`config.mk`:
```
export PLATFORM = sky130hd
export DESIGN_NAME = i2c_master_register_access_core
export DESIGN_NICKNAME = d
export VERILOG_FILES = /design/src/design/i2cm_pkg.sv /design/src/design/i2cm_front.sv /design/src/design/i2cm_back.sv /design/src/design/i2c_master_register_access_core.sv
export SDC_FILE = /design/constraint.sdc
export NUM_CORES = 1
export LEC_CHECK = 0
export BUFFER_PORTS_ARGS = -buffer_cell sky130_fd_sc_hd__buf_2
export CORE_UTILIZATION = 56
export CTS_BUF_LIST = sky130_fd_sc_hd__clkbuf_8
export CTS_CLUSTER_DIAMETER = 50
export CTS_CLUSTER_SIZE = 10
export DETAILED_ROUTE_END_ITERATION = 8
export GPL_TIMING_DRIVEN = 0
export MAX_ROUTING_LAYER = met4
export PLACE_DENSITY = 0.89
export SYNTH_ARGS = -nofsm -noshare
export SYNTH_HDL_FRONTEND = slang
export SYNTH_SLANG_ARGS = --single-unit
```
`constraint.sdc`:
```
create_clock -name aclk -period 7.4 [get_ports aclk]
set_input_delay 0.74 -clock aclk [delete_from_list [all_inputs] [get_ports aclk]]
set_output_delay 0.74 -clock aclk [all_outputs]
set_load 0.02 [all_outputs]
```
`src/design/i2cm_pkg.sv`:
```
`timescale 1ns / 1ps

package i2cm_pkg;

    localparam int MAX_BURST_DEF = 256;

    // Register indexes of the configuration port.
    localparam logic [1:0] REG_HALF_PERIOD = 2'd0;
    localparam logic [1:0] REG_BUS_FREE    = 2'd1;
    localparam logic [1:0] REG_STOP_RESTART = 2'd2;

    // Request codes on the input channel.
    localparam logic [1:0] REQ_TICK  = 2'd0;
    localparam logic [1:0] REQ_WRITE = 2'd1;
    localparam logic [1:0] REQ_READ  = 2'd2;

    typedef enum logic [1:0] {
        CMD_TICK,
        CMD_WRITE,
        CMD_READ
    } cmd_t;

    typedef enum logic [4:0] {
        PH_IDLE, PH_WAIT1, PH_SA, PH_SB, PH_SC, PH_WAIT2, PH_RA0, PH_RA1, PH_RB, PH_RC,
        PH_ADDR_LO, PH_ADDR_HI, PH_REG_LO, PH_REG_HI, PH_DATA_LO, PH_DATA_HI,
        PH_RADDR_LO, PH_RADDR_HI, PH_RX_LO, PH_RX_HI,
        PH_STOP_A, PH_STOP_B, PH_STOP_C, PH_MSTOP_A, PH_MSTOP_B, PH_MSTOP_C
    } phase_t;

    typedef struct packed {
        cmd_t       cmd;
        logic [6:0] dev_addr;
        logic [7:0] reg_addr;
        logic [8:0] byte_count;
        logic [7:0] write_data;
        logic       sda_in;
    } item_t;

    typedef struct packed {
        logic [15:0] half_period;
        logic [15:0] bus_free_time;
        logic        stop_before_restart;
    } cfg_t;

    typedef struct packed {
        logic       scl_level;
        logic       scl_enable;
        logic       sda_level;
        logic       sda_enable;
        logic       busy_res;
        logic       byte_taken;
        logic       read_valid;
        logic [7:0] read_data;
        logic       read_last;
        logic       done_res;
        logic       nack_seen;
    } result_t;

endpackage

```
`src/design/i2cm_front.sv`:
```
`timescale 1ns / 1ps

module i2cm_front (
    input  logic           aclk,
    input  logic           aresetn,
    input  logic           s_valid,
    output logic           s_ready,
    input  logic [1:0]     s_req_type,
    input  logic [6:0]     s_dev_addr,
    input  logic [7:0]     s_reg_addr,
    input  logic [8:0]     s_byte_count,
    input  logic [7:0]     s_write_data,
    input  logic           s_sda_in,
    output logic           head_valid,
    output i2cm_pkg::item_t head_item,
    input  logic           head_pop
);
    import i2cm_pkg::*;

    item_t       slot_reg [2];
    logic        wr_ptr_reg, rd_ptr_reg;
    logic [1:0]  count_reg;
    item_t       classified;
    logic        push;

    // Classify the request code; code three counts as a plain tick.
    always_comb begin
        classified = '0;
        case (s_req_type)
            REQ_WRITE: classified.cmd = CMD_WRITE;
            REQ_READ:  classified.cmd = CMD_READ;
            default:   classified.cmd = CMD_TICK;
        endcase
        classified.dev_addr   = s_dev_addr;
        classified.reg_addr   = s_reg_addr;
        classified.byte_count = s_byte_count;
        classified.write_data = s_write_data;
        classified.sda_in     = s_sda_in;
    end

    assign s_ready    = (count_reg != 2'd2);
    assign push       = s_valid && s_ready;
    assign head_valid = (count_reg != 2'd0);
    assign head_item  = slot_reg[rd_ptr_reg];

    // Two-entry queue towards the sequencer.
    always_ff @(posedge aclk) begin
        if (push) begin
            slot_reg[wr_ptr_reg] <= classified;
        end
    end

    always_ff @(posedge aclk) begin
        if (!aresetn) begin
            wr_ptr_reg <= 1'b0;
            rd_ptr_reg <= 1'b0;
            count_reg  <= 2'd0;
        end else begin
            if (push) begin
                wr_ptr_reg <= ~wr_ptr_reg;
            end
            if (head_pop) begin
                rd_ptr_reg <= ~rd_ptr_reg;
            end
            count_reg <= count_reg + {1'b0, push} - {1'b0, head_pop};
        end
    end

endmodule

```
`src/design/i2cm_back.sv`:
```
`timescale 1ns / 1ps

module i2cm_back #(
    parameter int MAX_BURST = i2cm_pkg::MAX_BURST_DEF
) (
    input  logic              aclk,
    input  logic              aresetn,
    input  i2cm_pkg::cfg_t    cfg,
    input  logic              head_valid,
    input  i2cm_pkg::item_t   head_item,
    output logic              head_pop,
    output logic              m_valid,
    input  logic              m_ready,
    output i2cm_pkg::result_t m_result
);
    import i2cm_pkg::*;

    localparam int CW   = $clog2(MAX_BURST + 1);
    localparam int CMPW = (CW > 9) ? CW : 9;

    phase_t      phase_reg, phase_next;
    logic [15:0] timer_reg, timer_next;
    logic [3:0]  bit_reg, bit_next;
    logic [7:0]  shift_reg, shift_next;
    logic [CW-1:0] left_reg, left_next;
    logic [6:0]  dev_reg, dev_next;
    logic [7:0]  regad_reg, regad_next;
    logic        rmode_reg, rmode_next;
    logic        nack_reg, nack_next;
    logic [15:0] since_reg, since_next;

    result_t     res, res_reg;
    logic        valid_reg;
    logic [15:0] hp;
    logic        po;
    logic [15:0] timer_adv;
    logic [CMPW-1:0] n_ext;
    logic [CW-1:0]   n_sat;
    logic        stop_end;
    logic        tx_bit;
    logic        is_cmd;
    logic        left_le1;
    logic        pin_scl_en, pin_scl_lv, pin_sda_en, pin_sda_lv;

    assign head_pop = head_valid && (!valid_reg || m_ready);

    // Phase timer step shared by all timed phases.
    assign hp        = (cfg.half_period == 16'd0) ? 16'd1 : cfg.half_period;
    assign po        = ({1'b0, timer_reg} + 17'd1) >= {1'b0, hp};
    assign timer_adv = po ? 16'd0 : timer_reg + 16'd1;
    assign tx_bit    = shift_reg[3'd7 - bit_reg[2:0]];
    assign left_le1  = (left_reg <= CW'(1));
    assign is_cmd    = (head_item.cmd == CMD_WRITE) || (head_item.cmd == CMD_READ);

    // Count saturated to the burst limit; a read of zero bytes reads one.
    always_comb begin
        n_ext = CMPW'(head_item.byte_count);
        if (n_ext > CMPW'(MAX_BURST)) begin
            n_ext = CMPW'(MAX_BURST);
        end
        if (head_item.cmd == CMD_READ && n_ext == '0) begin
            n_ext = CMPW'(1);
        end
        n_sat = n_ext[CW-1:0];
    end

    // Next state of the sequencer and the event flags of this item.
    always_comb begin
        phase_next = phase_reg;
        timer_next = timer_reg;
        bit_next   = bit_reg;
        shift_next = shift_reg;
        left_next  = left_reg;
        dev_next   = dev_reg;
        regad_next = regad_reg;
        rmode_next = rmode_reg;
        nack_next  = nack_reg;
        stop_end   = 1'b0;
        res.scl_level  = pin_scl_lv;
        res.scl_enable = pin_scl_en;
        res.sda_level  = pin_sda_lv;
        res.sda_enable = pin_sda_en;
        res.busy_res   = (phase_reg != PH_IDLE);
        res.byte_taken = 1'b0;
        res.read_valid = 1'b0;
        res.read_data  = 8'd0;
        res.read_last  = 1'b0;
        res.done_res   = 1'b0;
        res.nack_seen  = 1'b0;
        case (phase_reg)
            PH_IDLE: begin
                if (is_cmd) begin
                    rmode_next = (head_item.cmd == CMD_READ);
                    left_next  = n_sat;
                    dev_next   = head_item.dev_addr;
                    regad_next = head_item.reg_addr;
                    nack_next  = 1'b0;
                    timer_next = 16'd0;
                    bit_next   = 4'd0;
                    phase_next = PH_WAIT1;
                    res.busy_res = 1'b1;
                end
            end
            PH_WAIT1, PH_WAIT2: begin
                if (since_reg >= cfg.bus_free_time) begin
                    phase_next = (phase_reg == PH_WAIT1) ? PH_SA : PH_RA1;
                    timer_next = 16'd0;
                end
            end
            PH_SA, PH_SB, PH_RA0, PH_RA1, PH_RB, PH_ADDR_LO, PH_REG_LO, PH_DATA_LO,
            PH_RADDR_LO, PH_RX_LO, PH_STOP_A, PH_STOP_B, PH_MSTOP_A, PH_MSTOP_B: begin
                timer_next = timer_adv;
                if (po) begin
                    case (phase_reg)
                        PH_SA:    phase_next = PH_SB;
                        PH_SB:    phase_next = PH_SC;
                        PH_RA0, PH_RA1: phase_next = PH_RB;
                        PH_RB:    phase_next = PH_RC;
                        PH_ADDR_LO:  phase_next = PH_ADDR_HI;
                        PH_REG_LO:   phase_next = PH_REG_HI;
                        PH_DATA_LO:  phase_next = PH_DATA_HI;
                        PH_RADDR_LO: phase_next = PH_RADDR_HI;
                        PH_RX_LO:    phase_next = PH_RX_HI;
                        PH_STOP_A:   phase_next = PH_STOP_B;
                        PH_STOP_B:   phase_next = PH_STOP_C;
                        PH_MSTOP_A:  phase_next = PH_MSTOP_B;
                        default:     phase_next = PH_MSTOP_C;
                    endcase
                end
            end
            PH_SC: begin
                timer_next = timer_adv;
                if (po) begin
                    phase_next = PH_ADDR_LO;
                    shift_next = {dev_reg, 1'b0};
                    bit_next   = 4'd0;
                end
            end
            PH_RC: begin
                timer_next = timer_adv;
                if (po) begin
                    phase_next = PH_RADDR_LO;
                    shift_next = {dev_reg, 1'b1};
                    bit_next   = 4'd0;
                end
            end
            PH_ADDR_HI, PH_REG_HI, PH_DATA_HI, PH_RADDR_HI: begin
                timer_next = timer_adv;
                if (po) begin
                    if (bit_reg < 4'd8) begin
                        bit_next = bit_reg + 4'd1;
                        case (phase_reg)
                            PH_ADDR_HI: phase_next = PH_ADDR_LO;
                            PH_REG_HI:  phase_next = PH_REG_LO;
                            PH_DATA_HI: phase_next = PH_DATA_LO;
                            default:    phase_next = PH_RADDR_LO;
                        endcase
                    end else begin
                        nack_next = nack_reg | head_item.sda_in;
                        if (phase_reg == PH_ADDR_HI) begin
                            phase_next = PH_REG_LO;
                            shift_next = regad_reg;
                            bit_next   = 4'd0;
                        end else if (phase_reg == PH_RADDR_HI) begin
                            phase_next = PH_RX_LO;
                            bit_next   = 4'd0;
                            shift_next = 8'd0;
                        end else if (rmode_reg) begin
                            phase_next = cfg.stop_before_restart ? PH_MSTOP_A : PH_RA0;
                        end else if (left_reg != '0) begin
                            phase_next = PH_DATA_LO;
                            shift_next = head_item.write_data;
                            bit_next   = 4'd0;
                            res.byte_taken = 1'b1;
                            left_next  = left_reg - CW'(1);
                        end else begin
                            phase_next = PH_STOP_A;
                        end
                    end
                end
            end
            PH_RX_HI: begin
                timer_next = timer_adv;
                if (po) begin
                    if (bit_reg < 4'd8) begin
                        shift_next = shift_reg;
                        shift_next[3'd7 - bit_reg[2:0]] =
                            shift_reg[3'd7 - bit_reg[2:0]] | head_item.sda_in;
                        if (bit_reg == 4'd7) begin
                            res.read_valid = 1'b1;
                            res.read_data  = shift_next;
                            res.read_last  = left_le1;
                        end
                        bit_next   = bit_reg + 4'd1;
                        phase_next = PH_RX_LO;
                    end else begin
                        if (left_reg > CW'(1)) begin
                            left_next  = left_reg - CW'(1);
                            phase_next = PH_RX_LO;
                            bit_next   = 4'd0;
                            shift_next = 8'd0;
                        end else begin
                            left_next  = '0;
                            phase_next = PH_STOP_A;
                        end
                    end
                end
            end
            PH_STOP_C: begin
                timer_next = timer_adv;
                if (po) begin
                    phase_next    = PH_IDLE;
                    stop_end      = 1'b1;
                    res.done_res  = 1'b1;
                    res.nack_seen = nack_reg;
                end
            end
            PH_MSTOP_C: begin
                timer_next = timer_adv;
                if (po) begin
                    phase_next = PH_WAIT2;
                    stop_end   = 1'b1;
                end
            end
            default: begin
                phase_next = PH_IDLE;
                timer_next = 16'd0;
            end
        endcase
        if (stop_end) begin
            since_next = 16'd0;
        end else if (since_reg != 16'hFFFF) begin
            since_next = since_reg + 16'd1;
        end else begin
            since_next = since_reg;
        end
    end

    // Pin drives of the current phase.
    always_comb begin
        pin_scl_en = 1'b0;
        pin_scl_lv = 1'b1;
        pin_sda_en = 1'b0;
        pin_sda_lv = 1'b1;
        case (phase_reg)
            PH_SA, PH_SB, PH_RA1, PH_RB, PH_STOP_C, PH_MSTOP_C: begin
                pin_scl_en = 1'b1;
                pin_sda_en = 1'b1;
            end
            PH_SC, PH_RC, PH_STOP_B, PH_MSTOP_B: begin
                pin_scl_en = 1'b1;
                pin_sda_en = 1'b1;
                pin_sda_lv = 1'b0;
            end
            PH_RA0: begin
                pin_scl_en = 1'b1;
                pin_scl_lv = 1'b0;
                pin_sda_en = 1'b1;
            end
            PH_STOP_A, PH_MSTOP_A: begin
                pin_scl_en = 1'b1;
                pin_scl_lv = 1'b0;
                pin_sda_en = 1'b1;
                pin_sda_lv = 1'b0;
            end
            PH_ADDR_LO, PH_REG_LO, PH_DATA_LO, PH_RADDR_LO,
            PH_ADDR_HI, PH_REG_HI, PH_DATA_HI, PH_RADDR_HI: begin
                pin_scl_en = 1'b1;
                pin_scl_lv = (phase_reg == PH_ADDR_HI) || (phase_reg == PH_REG_HI) ||
                             (phase_reg == PH_DATA_HI) || (phase_reg == PH_RADDR_HI);
                if (bit_reg < 4'd8) begin
                    pin_sda_en = 1'b1;
                    pin_sda_lv = tx_bit;
                end
            end
            PH_RX_LO, PH_RX_HI: begin
                pin_scl_en = 1'b1;
                pin_scl_lv = (phase_reg == PH_RX_HI);
                if (bit_reg >= 4'd8) begin
                    pin_sda_en = 1'b1;
                    pin_sda_lv = left_le1;
                end
            end
            default: begin
                pin_scl_en = 1'b0;
            end
        endcase
    end

    // Sequencer state advances once per item taken from the queue.
    always_ff @(posedge aclk) begin
        if (!aresetn) begin
            phase_reg <= PH_IDLE;
            timer_reg <= 16'd0;
            bit_reg   <= 4'd0;
            shift_reg <= 8'd0;
            left_reg  <= '0;
            dev_reg   <= 7'd0;
            regad_reg <= 8'd0;
            rmode_reg <= 1'b0;
            nack_reg  <= 1'b0;
            since_reg <= 16'd0;
        end else if (head_pop) begin
            phase_reg <= phase_next;
            timer_reg <= timer_next;
            bit_reg   <= bit_next;
            shift_reg <= shift_next;
            left_reg  <= left_next;
            dev_reg   <= dev_next;
            regad_reg <= regad_next;
            rmode_reg <= rmode_next;
            nack_reg  <= nack_next;
            since_reg <= since_next;
        end
    end

    // Output register towards the result channel.
    always_ff @(posedge aclk) begin
        if (!aresetn) begin
            valid_reg <= 1'b0;
        end else if (head_pop) begin
            valid_reg <= 1'b1;
        end else if (m_ready) begin
            valid_reg <= 1'b0;
        end
    end

    always_ff @(posedge aclk) begin
        if (head_pop) begin
            res_reg <= res;
        end
    end

    assign m_valid  = valid_reg;
    assign m_result = res_reg;

endmodule

```
`src/design/i2c_master_register_access_core.sv`:
```
`timescale 1ns / 1ps

// I2C master for register reads and writes, driven by one timing tick per item.
// The input channel (s_*) carries one tick each: a request code, the command
// operands, the next write byte and the sampled SDA level. The result channel
// (m_*) returns exactly one item per tick with the pin drives, read data and
// status flags for that tick.
// Items enter a two-entry queue and the sequencer consumes one per cycle while
// the result channel is not stalled, so the block then sustains one item per
// clock. A result is registered when its item leaves the queue and is held in an output register until taken.
// When the receiver stalls the output register holds, the queue fills, and
// s_ready drops after two further items; nothing is lost.
// The APB port writes half_period (0x0), bus_free_time (0x4) and
// stop_before_restart (0x8); pready is always high.
// Synchronous active-low reset empties the queue, returns the sequencer to idle
// and restores the register defaults of 5, 5 and 0.
module i2c_master_register_access_core #(
    parameter int MAX_BURST = i2cm_pkg::MAX_BURST_DEF
) (
    input  logic        aclk,
    input  logic        aresetn,
    input  logic        psel,
    input  logic        penable,
    input  logic        pwrite,
    input  logic [3:0]  paddr,
    input  logic [31:0] pwdata,
    output logic [31:0] prdata,
    output logic        pready,
    input  logic        s_valid,
    output logic        s_ready,
    input  logic [1:0]  s_req_type,
    input  logic [6:0]  s_dev_addr,
    input  logic [7:0]  s_reg_addr,
    input  logic [8:0]  s_byte_count,
    input  logic [7:0]  s_write_data,
    input  logic        s_sda_in,
    output logic        m_valid,
    input  logic        m_ready,
    output logic        m_scl_level,
    output logic        m_scl_enable,
    output logic        m_sda_level,
    output logic        m_sda_enable,
    output logic        m_busy_res,
    output logic        m_byte_taken,
    output logic        m_read_valid,
    output logic [7:0]  m_read_data,
    output logic        m_read_last,
    output logic        m_done_res,
    output logic        m_nack_seen
);
    import i2cm_pkg::*;

    cfg_t    cfg_reg;
    logic    head_valid, head_pop;
    item_t   head_item;
    result_t result;
    logic    wr_en;

    assign pready = 1'b1;
    assign wr_en  = psel && penable && pwrite;

    // Configuration registers.
    always_ff @(posedge aclk) begin
        if (!aresetn) begin
            cfg_reg.half_period         <= 16'd5;
            cfg_reg.bus_free_time       <= 16'd5;
            cfg_reg.stop_before_restart <= 1'b0;
        end else if (wr_en) begin
            case (paddr[3:2])
                REG_HALF_PERIOD:  cfg_reg.half_period         <= pwdata[15:0];
                REG_BUS_FREE:     cfg_reg.bus_free_time       <= pwdata[15:0];
                REG_STOP_RESTART: cfg_reg.stop_before_restart <= pwdata[0];
                default: ;
            endcase
        end
    end

    always_comb begin
        case (paddr[3:2])
            REG_HALF_PERIOD:  prdata = {16'd0, cfg_reg.half_period};
            REG_BUS_FREE:     prdata = {16'd0, cfg_reg.bus_free_time};
            REG_STOP_RESTART: prdata = {31'd0, cfg_reg.stop_before_restart};
            default:          prdata = 32'd0;
        endcase
    end

    i2cm_front u_front (
        .aclk        (aclk),
        .aresetn     (aresetn),
        .s_valid     (s_valid),
        .s_ready     (s_ready),
        .s_req_type  (s_req_type),
        .s_dev_addr  (s_dev_addr),
        .s_reg_addr  (s_reg_addr),
        .s_byte_count(s_byte_count),
        .s_write_data(s_write_data),
        .s_sda_in    (s_sda_in),
        .head_valid  (head_valid),
        .head_item   (head_item),
        .head_pop    (head_pop)
    );

    i2cm_back #(
        .MAX_BURST(MAX_BURST)
    ) u_back (
        .aclk      (aclk),
        .aresetn   (aresetn),
        .cfg       (cfg_reg),
        .head_valid(head_valid),
        .head_item (head_item),
        .head_pop  (head_pop),
        .m_valid   (m_valid),
        .m_ready   (m_ready),
        .m_result  (result)
    );

    assign m_scl_level  = result.scl_level;
    assign m_scl_enable = result.scl_enable;
    assign m_sda_level  = result.sda_level;
    assign m_sda_enable = result.sda_enable;
    assign m_busy_res   = result.busy_res;
    assign m_byte_taken = result.byte_taken;
    assign m_read_valid = result.read_valid;
    assign m_read_data  = result.read_data;
    assign m_read_last  = result.read_last;
    assign m_done_res   = result.done_res;
    assign m_nack_seen  = result.nack_seen;

`ifndef ASSERT_OFF
    // Completion and data events only occur inside a transaction.
    assert property (@(posedge aclk) disable iff (!aresetn)
        m_valid && (m_done_res || m_byte_taken || m_read_valid) |-> m_busy_res)
        else $error("event flag outside a transaction");

    // A NACK report only comes with the final stop.
    assert property (@(posedge aclk) disable iff (!aresetn)
        m_valid && m_nack_seen |-> m_done_res)
        else $error("nack reported without done");

    // Read data is zero unless a byte is reported.
    assert property (@(posedge aclk) disable iff (!aresetn)
        m_valid && !m_read_valid |-> (m_read_data == 8'd0) && !m_read_last)
        else $error("read data without read_valid");

    // A done tick releases nothing mid-stop: SCL and SDA are both driven high.
    assert property (@(posedge aclk) disable iff (!aresetn)
        m_valid && m_done_res |-> m_scl_enable && m_sda_enable && m_sda_level)
        else $error("done outside the final stop step");
`endif

endmodule
```
Word-level counts from Yosys, hierarchy flattened. Memory sizes are Yosys's and may differ from the RTL's. A register that Yosys moved wholly into a read port is not among the register bits. Index checks and enable logic that the tools add are counted.

Register bits after elaboration: 131. Latch bits: 0. RAM bits: 70. ROM bits: 160. Output and inout bits: 53. Word-level logic and storage cells: 257. Memories: 2.

Add/sub/neg operators: 8. Multipliers: 0. Divide/modulo/power cells: 0. Magnitude comparators: 9. Equality and inequality tests: 55. Shift operators: 0. Muxes and demuxes: 98. Bitwise logic cells: 6. Reduce and logical (&&, ||, !) cells: 51.

Memory list: (no name shown) (words 32, bits a word 5, read ports 1, clocked after Yosys merged registers in 1, write ports 0, line i2cm_back.sv:114) `case (phase_reg)`; u_front.slot_reg (words 2, bits a word 35, read ports 1, clocked after Yosys merged registers in 1, write ports 1, line i2cm_front.sv:20) `item_t slot_reg [2];`.

Operators by type and width (number): 9-bit 2-to-1 mux (12); 16-bit 2-to-1 mux (6); 16-bit case mux with 3 select lines (2); 5-bit 2-to-1 mux (18); 8-bit 2-to-1 mux (11); 5-bit equality test (second input constant) (10); 5-bit case mux with 9 select lines (1); 4-bit 2-to-1 mux (11); 5-bit by 4-bit equality test with 1-bit output (second input constant) (8); 16-bit by 1-bit adder with 16-bit output (second input constant) (2); 8-bit case mux with 4 select lines (1); 9-bit case mux with 3 select lines (1); 23-bit OR reduction (1); 2-bit by 1-bit != test with 1-bit output (second input constant) (11); 1-bit 2-to-1 mux (21); 5-bit by 3-bit equality test with 1-bit output (second input constant) (4); 10-bit AND reduction (2); 16-bit by 1-bit adder with 17-bit output (second input constant) (1); 17-bit by 16-bit >= comparator with 1-bit output (1); 16-bit >= comparator (1); 16-bit zero test (1); 16-bit != test (second input constant) (1); 4-bit case mux with 4 select lines (1); 5-bit case mux with 3 select lines (1); other kinds (58) (98).

Longest topological paths before layout.
Word-level depth: 10. Gate-level depth with buffers: 19. Depth with buffers taken out: 18.

Cells and area by module. From an unflattened synthesis, not the netlist that was laid out.

Cell total of the unflattened synthesis: 1155. Area total of the unflattened synthesis: 11045.6 µm².

By module, submodules not included: i2cm_back (times used 1, cells an instance 831, area each 6551.3 µm², sequential area each 2162.1 µm²); i2cm_front (times used 1, cells an instance 139, area each 2813.9 µm², sequential area each 2202.1 µm²); i2c_master_register_access_core (times used 1, cells an instance 185, area each 1680.4 µm², sequential area each 660.6 µm²).

Least setup slack after synthesis. OpenSTA, ideal clock, no wires.

Path kind: register to register. Start: register u_back.timer_reg[2]. End: register (tool-made name). Setup time: 0.120 ns. Arrival time: 3.753 ns. Data required time: 7.280 ns. Path slack: 3.527 ns. Stages on the path, launching flop included: 20. Cells stage by stage: dfxtp_1 -> nand3_1 -> nor3_1 -> and3_1 -> buf_2 -> and4_1 -> nand4_1 -> xnor2_1 -> ha_1 -> nand3_1 -> nor2_1 -> nand3_1 -> and4_1 -> buf_4 -> a21oi_2 -> and2_4 -> mux2_4 -> inv_4 -> nor3_1 -> a211o_1.

RTL lines: start, declared (line i2cm_back.sv:22) `logic [15:0] timer_reg, timer_next;`; start signal, assigned (line i2cm_back.sv:305) `timer_reg <= timer_next;`.

==> metrics.csv <==
stage;metric;value;unit
drt;Initial DRT Pass Iterations;8;
power;Logic pwr share;32.7;%
sta;Final Hold Viols;0;
power;Peak VDD IR;0.000247;V
critical_path;CP Launch Type;flip-flop;
global_routing;vias in the first global route;8858;
sta;fmax;219;MHz
critical_path;Worst EP required;7.84;ns
critical_path;Most common cell on crit path;nand3_1;
drt;vias per cell;5.88;
sta;Slew headroom;34.2;%
critical_path;crit-path cells;nand3_1 -> nor3_1 -> and3_1 -> buf_2 -> and4_1 -> nand4_1 -> xnor2_1 -> ha_1 -> nand3_1 -> nor2_1 -> nand3_1 -> and4_1 -> buf_4 -> a21oi_2 -> and2_4 -> mux2_4 -> inv_4 -> nor3_1 -> a211o_1;
place;dpl hpwl;20.1;mm
place;Cell Area, Placed;11700;sq um
drt;drt initial violations;969;
final_layout;share of cells above drive strength 1;15.7;%
floorplanning;die height;141;um
floorplanning;Core Region;18800;sq um
yosys;post-synth top area share;24.5;%
final_layout;Layout Nets;1435;
drt;via count;9397;
clock_network;cts bufs inserted;29;
min_path;Worst Hold Class;in -> reg;
critical_path;crit-path max FO;7;
sta;Final WS setup;2.84;ns
clock_network;cts repair resizes;0;
yosys;Synth Cell Area;10800;sq um
sta;Setup Skew;0.0209;ns
drt;ANT nets after route;0;
critical_path;Slowest-stage cell, CP;nor3_1;
floorplanning;Die ar.;19800;sq um
yosys;largest area contributor in the netlist;edfxtp_1;
floorplanning;Starting Density;57.4;%
final_layout;Finished Cell Area;12200;sq um
yosys;Post-synth ARST share;0;%
global_routing;initial antenna violation count;1;
drt;met2 routed WL;12.9;mm
yosys;Yosys cell types;83;
clock_network;Post-CTS Setup Inserts;0;
place;pre-CTS setup slack;2.97;ns
sta;Slew @ Worst Pin;0.986;ns
global_routing;GRT Total Usage;28.7;%
power;PnR Total Power;3.46;mW
clock_network;register clock-pin slew on the reported worst setup and hold paths;0.07;ns
final_layout;max reg flops;70;
power;sw frac;37.3;%
run_status;status;completed;
flow_run;Max-Cap Viols;0;
critical_path;largest stage delay on the critical path;0.45;ns
final_layout;most frequent cells in the layout;nor2_1, nand2_1, dfxtp_1, buf_2, a21oi_1;
clock_network;root buf cell;clkbuf_8;
sta;setup TNS;0;ns
drt;total wire length;27.7;mm
critical_path;cell family with most CP delay;simple AND/OR/NAND/NOR gates;
yosys;syn avg cell area;9.19;sq um
place;gpl congestion;0.956;
clock_network;htree depth;1;
final_layout;Fillers;1483;
yosys;Mapped Cells;1175;
sta;final setup fails;0;
power;Seq pwr share;42.8;%
yosys;Top FF cell, synth;dfxtp_1;
drt;met1 WL;11.3;mm
clock_network;clk sink count;207;
sta;crit share post-route;61.6;%
global_routing;first-pass GRT wire length;43.9;mm
global_routing;gr ovfl total;0;
yosys;register area share after synthesis;46.5;%
sta;Slew Viols, Final;0;
drt;WL per Instance;17.3;um
clock_network;Clock Latency Late Sink;0.59;ns
drt;detailed-route DRC error count;0;
yosys;top cells by area, synth;edfxtp_1, dfxtp_1, mux2i_1;
floorplanning;placement row count;50;
critical_path;CP Capture Type;flip-flop;
yosys;Synth Register Bits;207;
final_layout;final core occ;64.9;%
power;Cell Int Power;2.17;mW
power;Leak Pwr;4.73;nW
floorplanning;Die Span X;141;um
power;Psw;1.29;mW
sta;unrepaired setup endpoints after global routing;no;
clock_network;CTS tree;done;
drt;WL met3;2.26;mm
floorplanning;I/O pins;131;
clock_network;CTS Hold Bufs;0;
place;number of buffers added on ports;95;
yosys;Ys Warns;0;
global_routing;largest net degree at the start of global routing;36;
drt;top layer reached by signal wires;met4;
power;Clock Power Share;24.4;%
final_layout;Syn-to-layout area delta;13.2;%
critical_path;crit path DAT;5.00;ns
clock_network;Max Buffers Root-to-Sink;3;
power;pwr dens;283;nW/um^2
critical_path;critical path class;reg -> reg;
yosys;Post-synth EDFFs;88;
sta;min Tclk post-route;4.56;ns
critical_path;WP buf/inv;3;
[cell type report]
cell class	instances	area, sq um	area share (%)
multi-input combinational	853	5240	42.9
sequential	207	5020	41.1
timing repair buffer	96	495	4.05
clock buffer	30	413	3.38
buffer	78	399	3.27
tap	260	325	2.66
inverter	52	198	1.62
clock inverter	22	121	0.993
antenna	1	2.50	0.0205
[logic make-up (layout without fill, tap and decap cells)]
logic type               after synthesis  count (layout)  synth area share [%]
adder cells (fa/ha/maj)               40              40                  4.63
AO/OA/AOI/OAI                        266             266                  15.5
multiplexers                          62              62                  5.91
AND/OR/NAND/NOR                      442             442                  19.8
XOR/XNOR                              26              26                  2.11
flip-flops                           207             207                  46.5
buffers and inverters                130             278                  5.53
other                                  2              18                0.0695
[worst reg2reg max path, delay by kind of cell (launching register included)]
kind	cells	cell delay, ns
multiplexers	1	0.34
flip-flops	1	0.43
adder cells (fa/ha/maj)	1	0.29
AND/OR/NAND/NOR	11	2.26
buffers and inverters	3	0.40
XOR/XNOR	1	0.17
AO/OA/AOI/OAI	2	0.53
[stage by stage]
stage | hold slack (ns) | instances
floorplan | 0.442 | 1190
global placement | 0.456 | 1545
detailed placement | 0.462 | 1546
CTS | 0.317 | 1598
global route | 0.322 | 1599
finish | 0.340 | 1599
[synthesized netlist by cell type (4+ instances only)]
master    count
a211oi_1     23
a21o_1        4
a21oi_1      95
a222oi_1      6
a311oi_1      4
a31oi_1      11
and2_1        4
and3_1       16
buf_1         6
buf_2        13
buf_4        20
clkbuf_1     37
dfxtp_1     119
edfxtp_1     88
ha_1         40
inv_1        47
inv_2         4
mux2i_1      57
nand2_1     132
nand2b_1      9
nand3_1      30
nand3b_1      7
nand4_1      14
nor2_1      133
nor2b_1      28
nor3_1       18
nor4_1       12
o211ai_1      7
o21ai_0      51
o21ai_1      13
o22ai_1       8
o32ai_1       5
or2_1         5
or3_1         9
xnor2_1      16
xor2_1       10
[path summary, 6_finish.rpt]
check                 startpoint                 endpoint  slack [ns]  cells past startpoint
max reg2reg  u_back.timer_reg[2]                flip-flop        2.84                     19
min reg2reg   u_back.left_reg[8]       u_back.left_reg[8]        0.47                      2
max          u_back.timer_reg[2]                flip-flop        2.84                     19
min                s_dev_addr[4]  u_front.slot_reg[1][30]        0.34                      1
[per-layer routing]
metal | vias to the layer above | track usage, %
li1 | 4474 | -
met1 | 4330 | 34.3
met2 | 485 | 47.2
met3 | 108 | 5.16
met4 | 0 | 13.7
met5 | - | -
[power groups by stage]
stage,logic [mW],registers (mW),clock network [mW]
final,1.13,1.48,0.846
after global routing,1.22,1.50,0.906
after CTS,1.11,1.48,0.850
after detailed placement,1.11,1.50,0
after global placement,1.07,1.50,0
after floorplan,0.748,1.52,0
Note: power is estimated with default switching activity, not from simulation.
